==> src/hdl/vbfe_pkg.sv <==
// vbfe_pkg: shared types and constants of the voxel boundary face extractor.
// Used by vbfe_front, vbfe_queue, vbfe_back and voxel_boundary_face_extract_top.
package vbfe_pkg;

  localparam int unsigned MAX_ROW    = 256;
  localparam int unsigned MAX_COL    = 256;
  localparam int unsigned MAX_SLICES = 1024;

  localparam int unsigned X_W     = 8;   // x coordinate
  localparam int unsigned Y_W     = 8;   // y coordinate
  localparam int unsigned Z_W     = 10;  // z coordinate
  localparam int unsigned ROW_W   = 9;   // row_size / col_size register
  localparam int unsigned SLC_W   = 11;  // slice_count register
  localparam int unsigned VOX_W   = 8;
  localparam int unsigned ADDR_W  = X_W + Y_W;
  localparam int unsigned MEM_DEPTH = MAX_ROW * MAX_COL;

  localparam int unsigned QUEUE_DEPTH = 4;
  localparam int unsigned QPTR_W      = 2;
  localparam int unsigned QCNT_W      = 3;

  localparam logic [ROW_W-1:0] ROW_MIN = ROW_W'(2);
  localparam logic [ROW_W-1:0] ROW_MAX = ROW_W'(MAX_ROW);
  localparam logic [ROW_W-1:0] COL_MAX = ROW_W'(MAX_COL);
  localparam logic [SLC_W-1:0] SLC_MIN = SLC_W'(2);
  localparam logic [SLC_W-1:0] SLC_MAX = SLC_W'(MAX_SLICES);

  typedef enum logic [1:0] {
    AXIS_X = 2'd0,
    AXIS_Y = 2'd1,
    AXIS_Z = 2'd2
  } axis_e;

  typedef enum logic [1:0] {
    REG_THRESHOLD   = 2'd0,
    REG_ROW_SIZE    = 2'd1,
    REG_COL_SIZE    = 2'd2,
    REG_SLICE_COUNT = 2'd3
  } reg_idx_e;

  typedef enum logic {
    FR_OPEN   = 1'b0,  // accepting; first pair of neighbor reads
    FR_SECOND = 1'b1   // reading the +y neighbor
  } front_state_e;

  // effective (clamped) configuration
  typedef struct packed {
    logic [VOX_W-1:0] level;
    logic [ROW_W-1:0] row_len;
    logic [ROW_W-1:0] col_len;
    logic [SLC_W-1:0] slices;
  } cfg_t;

  // one classified voxel: up to three faces, bit 0 +x, bit 1 +y, bit 2 +z
  typedef struct packed {
    logic [X_W-1:0] x;
    logic [Y_W-1:0] y;
    logic [Z_W-1:0] z;
    logic [2:0]     mask;
    logic           base;
  } face_entry_t;

endpackage

==> src/hdl/vbfe_queue.sv <==
// vbfe_queue: small FIFO of classified voxels between front and back.
// Depends on vbfe_pkg.
module vbfe_queue (
  input  logic                  clk_i,
  input  logic                  rst_ni,
  input  logic                  push_i,
  input  vbfe_pkg::face_entry_t entry_i,
  output logic                  full_o,
  input  logic                  pop_i,
  output vbfe_pkg::face_entry_t head_o,
  output logic                  empty_o
);

  vbfe_pkg::face_entry_t slots_q [vbfe_pkg::QUEUE_DEPTH];
  logic [vbfe_pkg::QPTR_W-1:0] wr_q, rd_q;
  logic [vbfe_pkg::QCNT_W-1:0] cnt_q;

  assign full_o  = cnt_q == vbfe_pkg::QCNT_W'(vbfe_pkg::QUEUE_DEPTH);
  assign empty_o = cnt_q == '0;
  assign head_o  = slots_q[rd_q];

  always_ff @(posedge clk_i or negedge rst_ni) begin
    if (!rst_ni) begin
      wr_q  <= '0;
      rd_q  <= '0;
      cnt_q <= '0;
    end else begin
      if (push_i) wr_q <= wr_q + vbfe_pkg::QPTR_W'(1);
      if (pop_i)  rd_q <= rd_q + vbfe_pkg::QPTR_W'(1);
      if (push_i && !pop_i)      cnt_q <= cnt_q + vbfe_pkg::QCNT_W'(1);
      else if (pop_i && !push_i) cnt_q <= cnt_q - vbfe_pkg::QCNT_W'(1);
    end
  end

  always_ff @(posedge clk_i) begin
    if (push_i) slots_q[wr_q] <= entry_i;
  end

endmodule

==> config.mk <==
export PLATFORM = sky130hd
export DESIGN_NAME = vbfe_queue
export DESIGN_NICKNAME = d
export VERILOG_FILES = /design/src/hdl/vbfe_pkg.sv /design/src/hdl/vbfe_queue.sv
export SDC_FILE = /design/constraint.sdc
export NUM_CORES = 1
export LEC_CHECK = 0
export BUFFER_PORTS_ARGS = -buffer_cell sky130_fd_sc_hd__buf_2
export CAP_MARGIN = 15
export CORE_AREA = 2 2 130 69
export CTS_BUF_LIST = sky130_fd_sc_hd__clkbuf_4
export DETAILED_ROUTE_END_ITERATION = 6
export DIE_AREA = 0 0 132 71
export GPL_ROUTABILITY_DRIVEN = 1
export GPL_TIMING_DRIVEN = 0
export PLACE_DENSITY = 0.86
export SKIP_LAST_GASP = 1
export SLEW_MARGIN = 10
export SYNTH_ARGS = -nofsm -noshare
export SYNTH_HDL_FRONTEND = slang
export SYNTH_SLANG_ARGS = --single-unit
==> constraint.sdc <==
create_clock -name clk_i -period 3.05 [get_ports clk_i]
set_input_delay 0.1525 -clock clk_i [delete_from_list [all_inputs] [get_ports clk_i]]
set_output_delay 0.1525 -clock clk_i [all_outputs]
set_load 0.01 [all_outputs]
# Word level (Yosys, flattened, before mapping)

Memories as Yosys holds them, arrays and structs flattened.
Index checks and enable logic that the tools add are counted.
W data, S select, Z words.

Flip-flop bits (word level): 7
Latch bits: 0
RAM bits: 120
Memory bits (read-only): 0
Input bits: 34
Output and inout port bits: 32
Word-level logic and storage cells: 19
Memories kept: 1

Add/subtract/negate cells: 4
Multiply operators: 0
Div/mod/pow operators: 0
Order comparisons: 0
Equal/unequal tests: 1
Shift-type cells: 0
Multiplexer cells: 4
Bitwise gates (word level): 0
Reduce and logical (&&, ||, !) cells: 6

Memories:

| name    | words | bits a word | rd ports | clocked after Yosys merged registers in | write ports | line             | text |
|---|---|---|---|---|---|---|---|
| slots_q | 4     | 30          | 1        | 0                                       | 1           | vbfe_queue.sv:14 | `vbfe_pkg::face_entry_t slots_q [vbfe_pkg::QUEUE_DEPTH];` |

Operators with widths:

| operator              | count |
|---|---|
| $mux W3               | 2 |
| $add A2 B1 Y2 const B | 2 |
| $add A3 B1 Y3 const B | 1 |
| $eq A3 B3 Y1 const B  | 1 |
| $logic_not A3 Y1      | 1 |
| $sub A3 B1 Y3 const B | 1 |
| $logic_and A1 B1 Y1   | 2 |
| $logic_not A1 Y1      | 2 |
| $mux W1               | 2 |
| $reduce_bool A2 Y1    | 1 |

# Longest topological paths before layout

Word-level depth: 4
Gate-level depth with buffers: 7
Gate-level depth less buffers: 7

# Worst setup path after synthesis

Ideal clock, no wire load.

Path type: reg-to-reg
Start point: register wr_q[0] (netlist name)
End point: memory slots_q[2][0] (netlist name), enable pin
Setup time: 0.390 ns
Arrival: 1.365 ns
Data required time: 2.660 ns
Setup slack: 1.295 ns
Stages on the path, launching flop included: 4
Buffers on the path: 0
Period minus slack after synthesis: 1.755 ns
Path through: dfrtp_1 -> inv_1 -> ha_1 -> and2_1

RTL lines:

| element                | line             | text |
|---|---|---|
| from (decl)            | vbfe_queue.sv:15 | `logic [vbfe_pkg::QPTR_W-1:0] wr_q, rd_q;` |
| from (signal assigned) | vbfe_queue.sv:28 | `if (push_i) wr_q <= wr_q + vbfe_pkg::QPTR_W'(1);` |
| to (decl)              | vbfe_queue.sv:14 |  |

No word-level cell before the write port.

==> flow_summary.toml <==
[outcome]
status = "complete, no violations"

[timing]
layout_min_cycle_time_ns = 2.02
slew_headroom_pct = 43.6
finalSetupViolCount = 0
hold_viol = 0
tightest_slew_ns = 0.846
finalCritPeriodShare_pct = 66.4
hold_slack_ns = 0.400
finalMaxSlewViolations = 0
clock_skew_ns = 0.00714
grt_setup_unrepaired = "false"
max_freq_mhz = 494
fin_setup_tns_ns = 0

[clocking]
cts_setup_buffers = 0
cts_tree = "done"
cts_buffers = 17
cts_hold_buffers = 34
clock_sink_count = 127
cts-htree-levels = 4
cts_buffer_depth = 2
cts_root_buf = "clkbuf_4"
clock_insertion_delay_worst_skew_ns = 0.49
cts_resized = 0
clkTransAtPathRegs_ns = 0.09

[final_layout]
drive_gt1_share_pct = 41.0
fin_nets = 349
fill_cells = 534
fin_util_pct = 70.5
layoutNonFillerInstCount = 439
syn_to_final_growth_pct = 23.1
design_area_mm2 = 0.00586
diodes = 0

[yosys]
synth_area_per_cell_um2 = 24.9
synth.area.top_cells = "edfxtp_1 76%, mux4_2 13%, dfrtp_1 3.7%, ha_1 1.3%, buf_12 1.3%"
yosysTopAreaCell = "edfxtp_1"
synth_seq_area_share_pct = 79.3
synth_top_area_share_pct = 75.7
synth.distinct_cells = 19
syn-cell-area_mm2 = 0.00476
synth_edf_count = 120
synth_seq_cells = 127
synth_common_cells = "120 x edfxtp_1, 28 x mux4_2, 7 x dfrtp_1"
synth_most_common_cell = "edfxtp_1"
synth_ff_type = "edfxtp_1"
synth_nets = 231
yosysWarnings = 0
synth-async-reset-ratio_pct = 5.51
syn_inst = 191

[routing]
vias = 2336
wire_per_inst_um = 18.6
routed_wl_um = 8150
viasPerCell = 5.32
drtIter0Drc = 221
drc = 0
drt_pass1_iterations = 4
ant_nets = 0

[placed_design]
placed_area_mm2 = 0.00524
place_congestion = 0.743
portBuffers = 65
dp.cells = 373
post-dp-hpwl_um = 4940

[global_routing]
grt_overflow = 0
grt_pass1_wl_um = 12700
grt_max_degree = 31
antenna_found_initial = 0
grt_pass1_vias = 2455
grt_usage_pct = 19.0

[worst_setup_path]
end_kind = "output port"
crit_path_start_kind = "flop"
cp_data_required_time_ns = 2.90
reg2reg_slack_ns = 1.28
crit_fanout = 10
arrival_ns = 1.87
crit_type = "reg2out"

[power_and_ir_drop]
power_density_mw_per_mm2 = 884
ir_worst_vdd_uv = 528
leakagePower_nw = 2.10

[die]
die_w_um = 132
ios = 66
coreArea_mm2 = 0.00832
dieHeight_um = 71
num_rows = 24
die-area_mm2 = 0.00937
start_util_pct = 57.3

[min_path]
hold_path_class = "in2reg"

[flow_run]
cap_violations = 0
[worst max-delay path, cell delays in order (launching register included)]
cell     delay (ns)
dfrtp_1        0.35
buf_6          0.15
buf_12         0.16
mux4_2         0.55
buf_2          0.17
[final cells by class]
cell class / count / area [um2] / share of cell area (%)
timing repair buffer: 99 / 666 / 11.4
clock buffer: 22 / 165 / 2.82
sequential: 127 / 3780 / 64.4
tap: 117 / 146 / 2.50
clock inverter: 10 / 119 / 2.03
inverter: 4 / 15.0 / 0.256
multi-input combinational: 53 / 888 / 15.1
buffer: 7 / 86.3 / 1.47
[power by group]
part,switching (W),internal [W],total [W]
clock,0.000551,0.000599,0.00115
combinational,0.000830,0.000802,0.00163
sequential,0.000109,0.00229,0.00240
total,0.00149,0.00369,0.00518
[sequential cells by signal (all words and copies together), names as in the netlist]
| register | cells |
|---|---|
| slots_q | 120 |
| cnt_q | 3 |
| rd_q | 2 |
| wr_q | 2 |
[through the flow]
step / total power [W] / setup WS, ns
finish: 0.00518 / 1.03
global placement: 0.00401 / 0.789
CTS: 0.00524 / 0.973
detailed placement: 0.00407 / 1.29
floorplan: 0.00350 / 1.29
global route: 0.00544 / 0.924
[metal layers]
metal,vias to the layer above,track usage [%],routed length [um]
met3,13,7.46,525
met1,1201,26.8,3770
met2,81,28.0,3750
met5,-,0,0
met4,0,6.04,99
li1,1041,-,-
[kinds of logic after synthesis]
| kind of cell | Yosys count | share of synthesized area [%] |
|---|---|---|
| compound gates | 1 | 0.105 |
| flops | 127 | 79.3 |
| fa+ha+maj | 6 | 1.73 |
| mux | 31 | 14.6 |
| simple gates | 9 | 1.02 |
| buf+inv | 11 | 2.13 |
| xor+xnor | 6 | 1.10 |
[final timing paths]
check,from,endpoint,cells past startpoint
max,rd_q[0],head_o[1],4
min,pop_i,rd_q[0],3
max reg2reg,wr_q[0],slots_q[2][2],3
min reg2reg,cnt_q[2],cnt_q[2],1
max in group asynchronous,rst_ni,wr_q[1],3
min in group asynchronous,rst_ni,cnt_q[1],3
[placed cells by master (no fill, tap or decap), types with 3 or more instances in the layout]
cell | Yosys | layout
edfxtp_1 | 120 | 120
bufinv_16 | 0 | 3
and2_2 | 0 | 4
dfrtp_1 | 7 | 7
dlygate4sd3_1 | 0 | 34
xor2_1 | 4 | 4
inv_1 | 4 | 4
clkinv_1 | 0 | 5
mux4_2 | 28 | 28
ha_1 | 5 | 5
buf_2 | 3 | 68
clkbuf_4 | 0 | 22
buf_12 | 3 | 3
(Power assumes the default switching activity.)
