### src/hdl/vbfe_pkg.sv
// vbfe_pkg: shared types and constants of the voxel boundary face extractor.
// Used by vbfe_front, vbfe_queue, vbfe_back and voxel_boundary_face_extract_top.
package vbfe_pkg;

  localparam int unsigned MAX_ROW    = 256;
  localparam int unsigned MAX_COL    = 256;
  localparam int unsigned MAX_SLICES = 1024;

  localparam int unsigned X_W     = 8;   // x coordinate
  localparam int unsigned Y_W     = 8;   // y coordinate
  localparam int unsigned Z_W     = 10;  // z coordinate
  localparam int unsigned ROW_W   = 9;   // row_size / col_size register
  localparam int unsigned SLC_W   = 11;  // slice_count register
  localparam int unsigned VOX_W   = 8;
  localparam int unsigned ADDR_W  = X_W + Y_W;
  localparam int unsigned MEM_DEPTH = MAX_ROW * MAX_COL;

  localparam int unsigned QUEUE_DEPTH = 4;
  localparam int unsigned QPTR_W      = 2;
  localparam int unsigned QCNT_W      = 3;

  localparam logic [ROW_W-1:0] ROW_MIN = ROW_W'(2);
  localparam logic [ROW_W-1:0] ROW_MAX = ROW_W'(MAX_ROW);
  localparam logic [ROW_W-1:0] COL_MAX = ROW_W'(MAX_COL);
  localparam logic [SLC_W-1:0] SLC_MIN = SLC_W'(2);
  localparam logic [SLC_W-1:0] SLC_MAX = SLC_W'(MAX_SLICES);

  typedef enum logic [1:0] {
    AXIS_X = 2'd0,
    AXIS_Y = 2'd1,
    AXIS_Z = 2'd2
  } axis_e;

  typedef enum logic [1:0] {
    REG_THRESHOLD   = 2'd0,
    REG_ROW_SIZE    = 2'd1,
    REG_COL_SIZE    = 2'd2,
    REG_SLICE_COUNT = 2'd3
  } reg_idx_e;

  typedef enum logic {
    FR_OPEN   = 1'b0,  // accepting; first pair of neighbor reads
    FR_SECOND = 1'b1   // reading the +y neighbor
  } front_state_e;

  // effective (clamped) configuration
  typedef struct packed {
    logic [VOX_W-1:0] level;
    logic [ROW_W-1:0] row_len;
    logic [ROW_W-1:0] col_len;
    logic [SLC_W-1:0] slices;
  } cfg_t;

  // one classified voxel: up to three faces, bit 0 +x, bit 1 +y, bit 2 +z
  typedef struct packed {
    logic [X_W-1:0] x;
    logic [Y_W-1:0] y;
    logic [Z_W-1:0] z;
    logic [2:0]     mask;
    logic           base;
  } face_entry_t;

endpackage

### src/hdl/vbfe_back.sv
// vbfe_back: expands one classified voxel into face requests, one per cycle
// unless stalled. Holds the entry in an output register. Depends on vbfe_pkg.
module vbfe_back (
  input  logic                        clk_i,
  input  logic                        rst_ni,
  input  vbfe_pkg::face_entry_t       head_i,
  input  logic                        empty_i,
  output logic                        pop_o,
  output logic                        face_valid_o,
  input  logic                        face_stall_i,
  output logic [vbfe_pkg::X_W-1:0]    face_x_o,
  output logic [vbfe_pkg::Y_W-1:0]    face_y_o,
  output logic [vbfe_pkg::Z_W-1:0]    face_z_o,
  output logic [1:0]                  axis_o,
  output logic                        base_inside_o,
  output logic                        last_o
);

  vbfe_pkg::face_entry_t cur_q;
  logic cur_valid_q;
  logic take;
  logic [2:0] low, rest;
  vbfe_pkg::axis_e axis;

  // lowest pending face goes first: +x, then +y, then +z
  always_comb begin
    if (cur_q.mask[0]) begin
      low  = 3'b001;
      axis = vbfe_pkg::AXIS_X;
    end else if (cur_q.mask[1]) begin
      low  = 3'b010;
      axis = vbfe_pkg::AXIS_Y;
    end else begin
      low  = 3'b100;
      axis = vbfe_pkg::AXIS_Z;
    end
  end

  assign rest  = cur_q.mask & ~low;
  assign take  = cur_valid_q && !face_stall_i;
  assign pop_o = (!cur_valid_q || (take && (rest == 3'b000))) && !empty_i;

  assign face_valid_o  = cur_valid_q;
  assign face_x_o      = cur_q.x;
  assign face_y_o      = cur_q.y;
  assign face_z_o      = cur_q.z;
  assign axis_o        = axis;
  assign base_inside_o = cur_q.base;
  assign last_o        = rest == 3'b000;

  always_ff @(posedge clk_i or negedge rst_ni) begin
    if (!rst_ni) begin
      cur_valid_q <= 1'b0;
    end else if (pop_o) begin
      cur_valid_q <= 1'b1;
    end else if (take && (rest == 3'b000)) begin
      cur_valid_q <= 1'b0;
    end
  end

  always_ff @(posedge clk_i) begin
    if (pop_o) begin
      cur_q <= head_i;
    end else if (take) begin
      cur_q.mask <= rest;
    end
  end

endmodule

### config.mk
export PLATFORM = sky130hd
export DESIGN_NAME = vbfe_back
export DESIGN_NICKNAME = d
export VERILOG_FILES = /design/src/hdl/vbfe_pkg.sv /design/src/hdl/vbfe_back.sv
export SDC_FILE = /design/constraint.sdc
export NUM_CORES = 1
export LEC_CHECK = 0
export ABC_AREA = 1
export BUFFER_PORTS_ARGS = -buffer_cell sky130_fd_sc_hd__buf_4
export CAP_MARGIN = 10
export CORE_AREA = 8 8 69 71
export CTS_CLUSTER_SIZE = 14
export DETAILED_ROUTE_END_ITERATION = 12
export DIE_AREA = 0 0 77 79
export PLACE_DENSITY_LB_ADDON = 0.15
export SYNTH_ARGS = -nofsm -noshare
export SYNTH_HDL_FRONTEND = slang
export SYNTH_SLANG_ARGS = --single-unit
### constraint.sdc
create_clock -name clk_i -period 1.9 [get_ports clk_i]
set_input_delay 0.095 -clock clk_i [delete_from_list [all_inputs] [get_ports clk_i]]
set_output_delay 0.095 -clock clk_i [all_outputs]
set_load 0.005 [all_outputs]
==> After elaboration in Yosys (flattened, before gate mapping) <==
Cells that the tools add are included.
{ "word_totals": {"ff_bits": 31, "inputBits": 34, "word_cells": 26} }
{ "classes": {"mux": 8, "n_bitwise": 2, "reduce_logical": 10} }
{ "op_table": {"columns": ["operator", "n"], "rows": [
  ["two-way mux 3 bit", 4],
  ["two-way mux 2 bit", 2],
  ["nonzero test 2 bit", 2],
  ["bitwise AND 3 bit", 1],
  ["logical AND 1 bit", 3],
  ["zero test 1 bit", 3],
  ["zero test 3 bit", 1],
  ["inverter 3 bit", 1],
  ["two-way mux 1 bit", 2],
  ["logical OR 1 bit", 1]
]} }

==> Depth between registers and ports, before layout <==
{ "depth": {"word_depth": 9, "mapped_depth": 6} }

==> Least setup slack after synthesis <==
No wires, ideal clock.
{ "synth_path": {"kind": "flip-flop to flip-flop", "startpoint": "register cur_q[1] (netlist name)", "endpoint": "register cur_q (netlist bit base_inside_o) (enable)", "arrival_time_ns": 1.388, "required_time_ns": 1.517, "setup_slack_ns": 0.129, "stages_incl_launch_ff": 6, "n_path_buf": 0, "path_cell_list": "edfxtp_1 -> o21ai_2 -> nand3_2 -> nand2_2 -> nand2_2 -> inv_1"} }
{ "synth_via": {"elab_chain_len": 7} }
{ "synth_lines": {"columns": ["item", "line_no", "rtl"], "rows": [
  ["start: declaration", "vbfe_back.sv:19", "vbfe_pkg::face_entry_t cur_q;"],
  ["start signal: assignment", "vbfe_back.sv:63", "cur_q <= head_i;"],
  ["two-way mux 3 bit", "vbfe_back.sv:27", "if (cur_q.mask[0]) begin"],
  ["inverter 3 bit", "vbfe_back.sv:39", "assign rest = cur_q.mask & ~low;"],
  ["bitwise AND 3 bit (*)", "vbfe_back.sv:39", null],
  ["zero test 3 bit (*)", "vbfe_back.sv:41", "assign pop_o = (!cur_valid_q || (take && (rest == 3'b000))) && !empty_i;"],
  ["logical AND 1 bit (*)", "vbfe_back.sv:41", null],
  ["logical OR 1 bit (*)", "vbfe_back.sv:41", null],
  ["logical AND 1 bit (*)", "vbfe_back.sv:41", null],
  ["net pop_o", "vbfe_back.sv:8", "output logic pop_o,"]
]} }
Mark *: on every way through the listed nets, which the timed path passes. The rest lies on a longest branch.
A chain may end at the register's enable or synchronous reset.

==> Final worst setup path <==
{ "layout_path": {"startpoint": "register cur_q[1] (netlist name)", "endpoint": "output port pop_o"} }
{ "layout_via": {"elab_chain_len": 7} }
{ "layout_lines": {"columns": ["item", "line_no"], "rows": [
  ["two-way mux 3 bit", "vbfe_back.sv:27"],
  ["inverter 3 bit", "vbfe_back.sv:39"],
  ["bitwise AND 3 bit (*)", "vbfe_back.sv:39"],
  ["zero test 3 bit (*)", "vbfe_back.sv:41"],
  ["logical AND 1 bit (*)", "vbfe_back.sv:41"],
  ["logical OR 1 bit (*)", "vbfe_back.sv:41"],
  ["logical AND 1 bit (*)", "vbfe_back.sv:41"],
  ["end: declaration", "vbfe_back.sv:8"]
]} }
Mark *: on every way between the ends. The rest lies on a longest branch, timed or not.

==> run metrics <==
status completed; Worst Max-Slew Pin Slew 0.403 ns; crit path max-delay cell type edfxtp_1; unrepaired setup endpoints after global routing no; DRC Markers 0; synth-to-layout area growth 59.7%; Final Hold Violating Endpoints 0; Power Density between 800 and 900 nW/µm²; Final Max Slew Viols 0; number of detailed-route iterations in the first pass 4; Overall Global Routing Usage 8.78%; arrival time of the worst setup path 1.58 ns; startpoint type of the worst setup path flip-flop; worst vdd ir between 0.0003 and 0.0004 V; first-pass GRT wire length just over 4 mm; Synth area leader edfxtp_1; Initial Util 32.5%; htree depth 2; final WL ~2.6 mm; Worst Path Buf+Inv 3; # clock sinks 31; commonest non-fill, non-tap cell in the layout buf_4; # rows 23; Critical Path Sink Type primary output; TritonCTS clock tree done; final setup vio count 0; most frequent cells in the layout buf_4, edfxtp_1, dlygate4sd3_1, inv_1; max incr delay on CP 0.45 ns; crit path max fanout 12; largest net degree at the start of global routing 17; die height between 70 and 80 µm; Yosys cell types 11; diode count 0; Mapped Cells 82; Pwr Total between 0.0015 and 0.002 W; Wirelength per Cell 12.4 µm; Port Buffer Count 65; HP Class primary input to asynchronous set/reset pin; Static Leak 0.874 nW; CTS max path bufs 2; DR vias/cell 3.81; postcts setup bufs 0; Cell Area, Placed 1610 µm²; CTS Root Cell clkbuf_8; Vias 797; fmax 598 MHz; fillers 350; total clock buffers created by CTS 5; # hold bufs at CTS 29; hold_ws 0.127 ns; layout cells sized above 1 48.4%; post-synth top area share 72.9%; clock-pin slew on the worst setup and hold paths 0.06 ns; die width 77 µm; minimum clock period 1.67 ns; Worst slew margin 72.8%; fin area 1970 µm²; area of the die 6080 µm²; HPWL Detailed 1.97 mm; top cells by area, synth edfxtp_1, buf_4, inv_1; Placeable Area approximately 3800 µm²; initial drt markers 37; sequential area share after synthesis roughly three quarters; family with the most delay on the worst path flip-flops; GRT overflow 0; post-route ant nets 0; post-cts sizing count 0; vias in the first global route 920; initial antenna violation count 0; I/O pins 66; syn_area_per_cell around 15 µm²; Setup Crit Path Kind flip-flop to primary output; cell area after synthesis 1240 µm²; Skew-Pair Late Insertion Delay 0.27 ns; CP Cell Sequence o21ai_2, nand3_2, nand2_2, nand2_2, inv_1, buf_4, buf_4; Syn Nets 116; routability cong. 0.613; number of synthesized register bits 31; Nets 193; Req. time, crit path around 1.8 ns; Yosys warnings 0; Max Cap Violations 0; Worst Skew approximately 0.0019 ns; Final Cycle Share 88.0%; setup_tns 0 ns
[logic make-up (layout without fill, tap and decap cells)]
logic type	after synthesis	after routing	share of synthesized area [%]
buf+inv	34	111	18.2
compound gates	3	3	1.52
flops	31	31	74.9
simple gates	14	14	5.36
[where the power goes]
| part | switching [W] | internal, W |
|---|---|---|
| Sequential | 0.0000279 | 0.000841 |
| Clock | 0.000212 | 0.000243 |
| Combinational | 0.000124 | 0.000187 |
[per-layer routing]
layer  GRT usage (%)  share of wire (%)  up-vias
met1            8.99                 39      356
met2            14.3                 50       39
met3            4.51                 10        2
met5               0                  0        -
li1                -                  -      400
met4            5.09               0.62        0
[worst register-to-register path: stages (launching register included)]
cell	delay, ns
edfxtp_1	0.45
o21ai_2	0.20
nand3_2	0.08
nand2_2	0.10
nand2_2	0.08
inv_1	0.07
buf_4	0.23
[flip-flops by register name (all words and copies together) (netlist names)]
signal	count
face_y_o	8
base_inside_o	1
cur_q	3
face_x_o	8
face_z_o	10
face_valid_o	1
[area by class of cell]
type / instances / area (µm²) / share of cell area [%]
Tap cell: 50 / 62.6 / 3.17
Inverter: 8 / 30.0 / 1.52
Timing Repair Buffer: 96 / 793 / 40.2
Clock buffer: 5 / 68.8 / 3.49
Clock inverter: 2 / 8.76 / 0.444
Multi-Input combinational cell: 17 / 85.1 / 4.31
Sequential cell: 31 / 926 / 46.9
[Yosys cell counts]
cell and instances:
edfxtp_1 30, nor2_1 4, nand3_1 2, dfrtp_1 1, o21ai_0 2, nand2_2 2
nand2_1 5, buf_4 26, nand3_2 1, o21ai_2 1, inv_1 8
[metrics by stage]
stage,util [%],setup WS (ns),std cells
CTS,52.0,0.202,209
global route,52.0,0.0855,209
global placement,42.3,0.423,173
finish,52.0,0.228,209
detailed placement,42.3,0.366,173
floorplan,-,0.129,82
[worst paths after layout]
check                              from            to  slack (ns)  cells after the start
setup / recovery               cur_q[1]         pop_o        0.23                      7
hold / removal                   rst_ni  face_valid_o        0.13                      2
setup reg to reg               cur_q[1]   face_z_o[1]        0.38                      6
hold reg to reg            face_valid_o  face_valid_o        0.59                      2
max in group asynchronous        rst_ni  face_valid_o        1.69                      2
min in group clk_i            head_i[3]      cur_q[3]        0.14                      3
No activity file was read; power rests on OpenSTA's default activity.
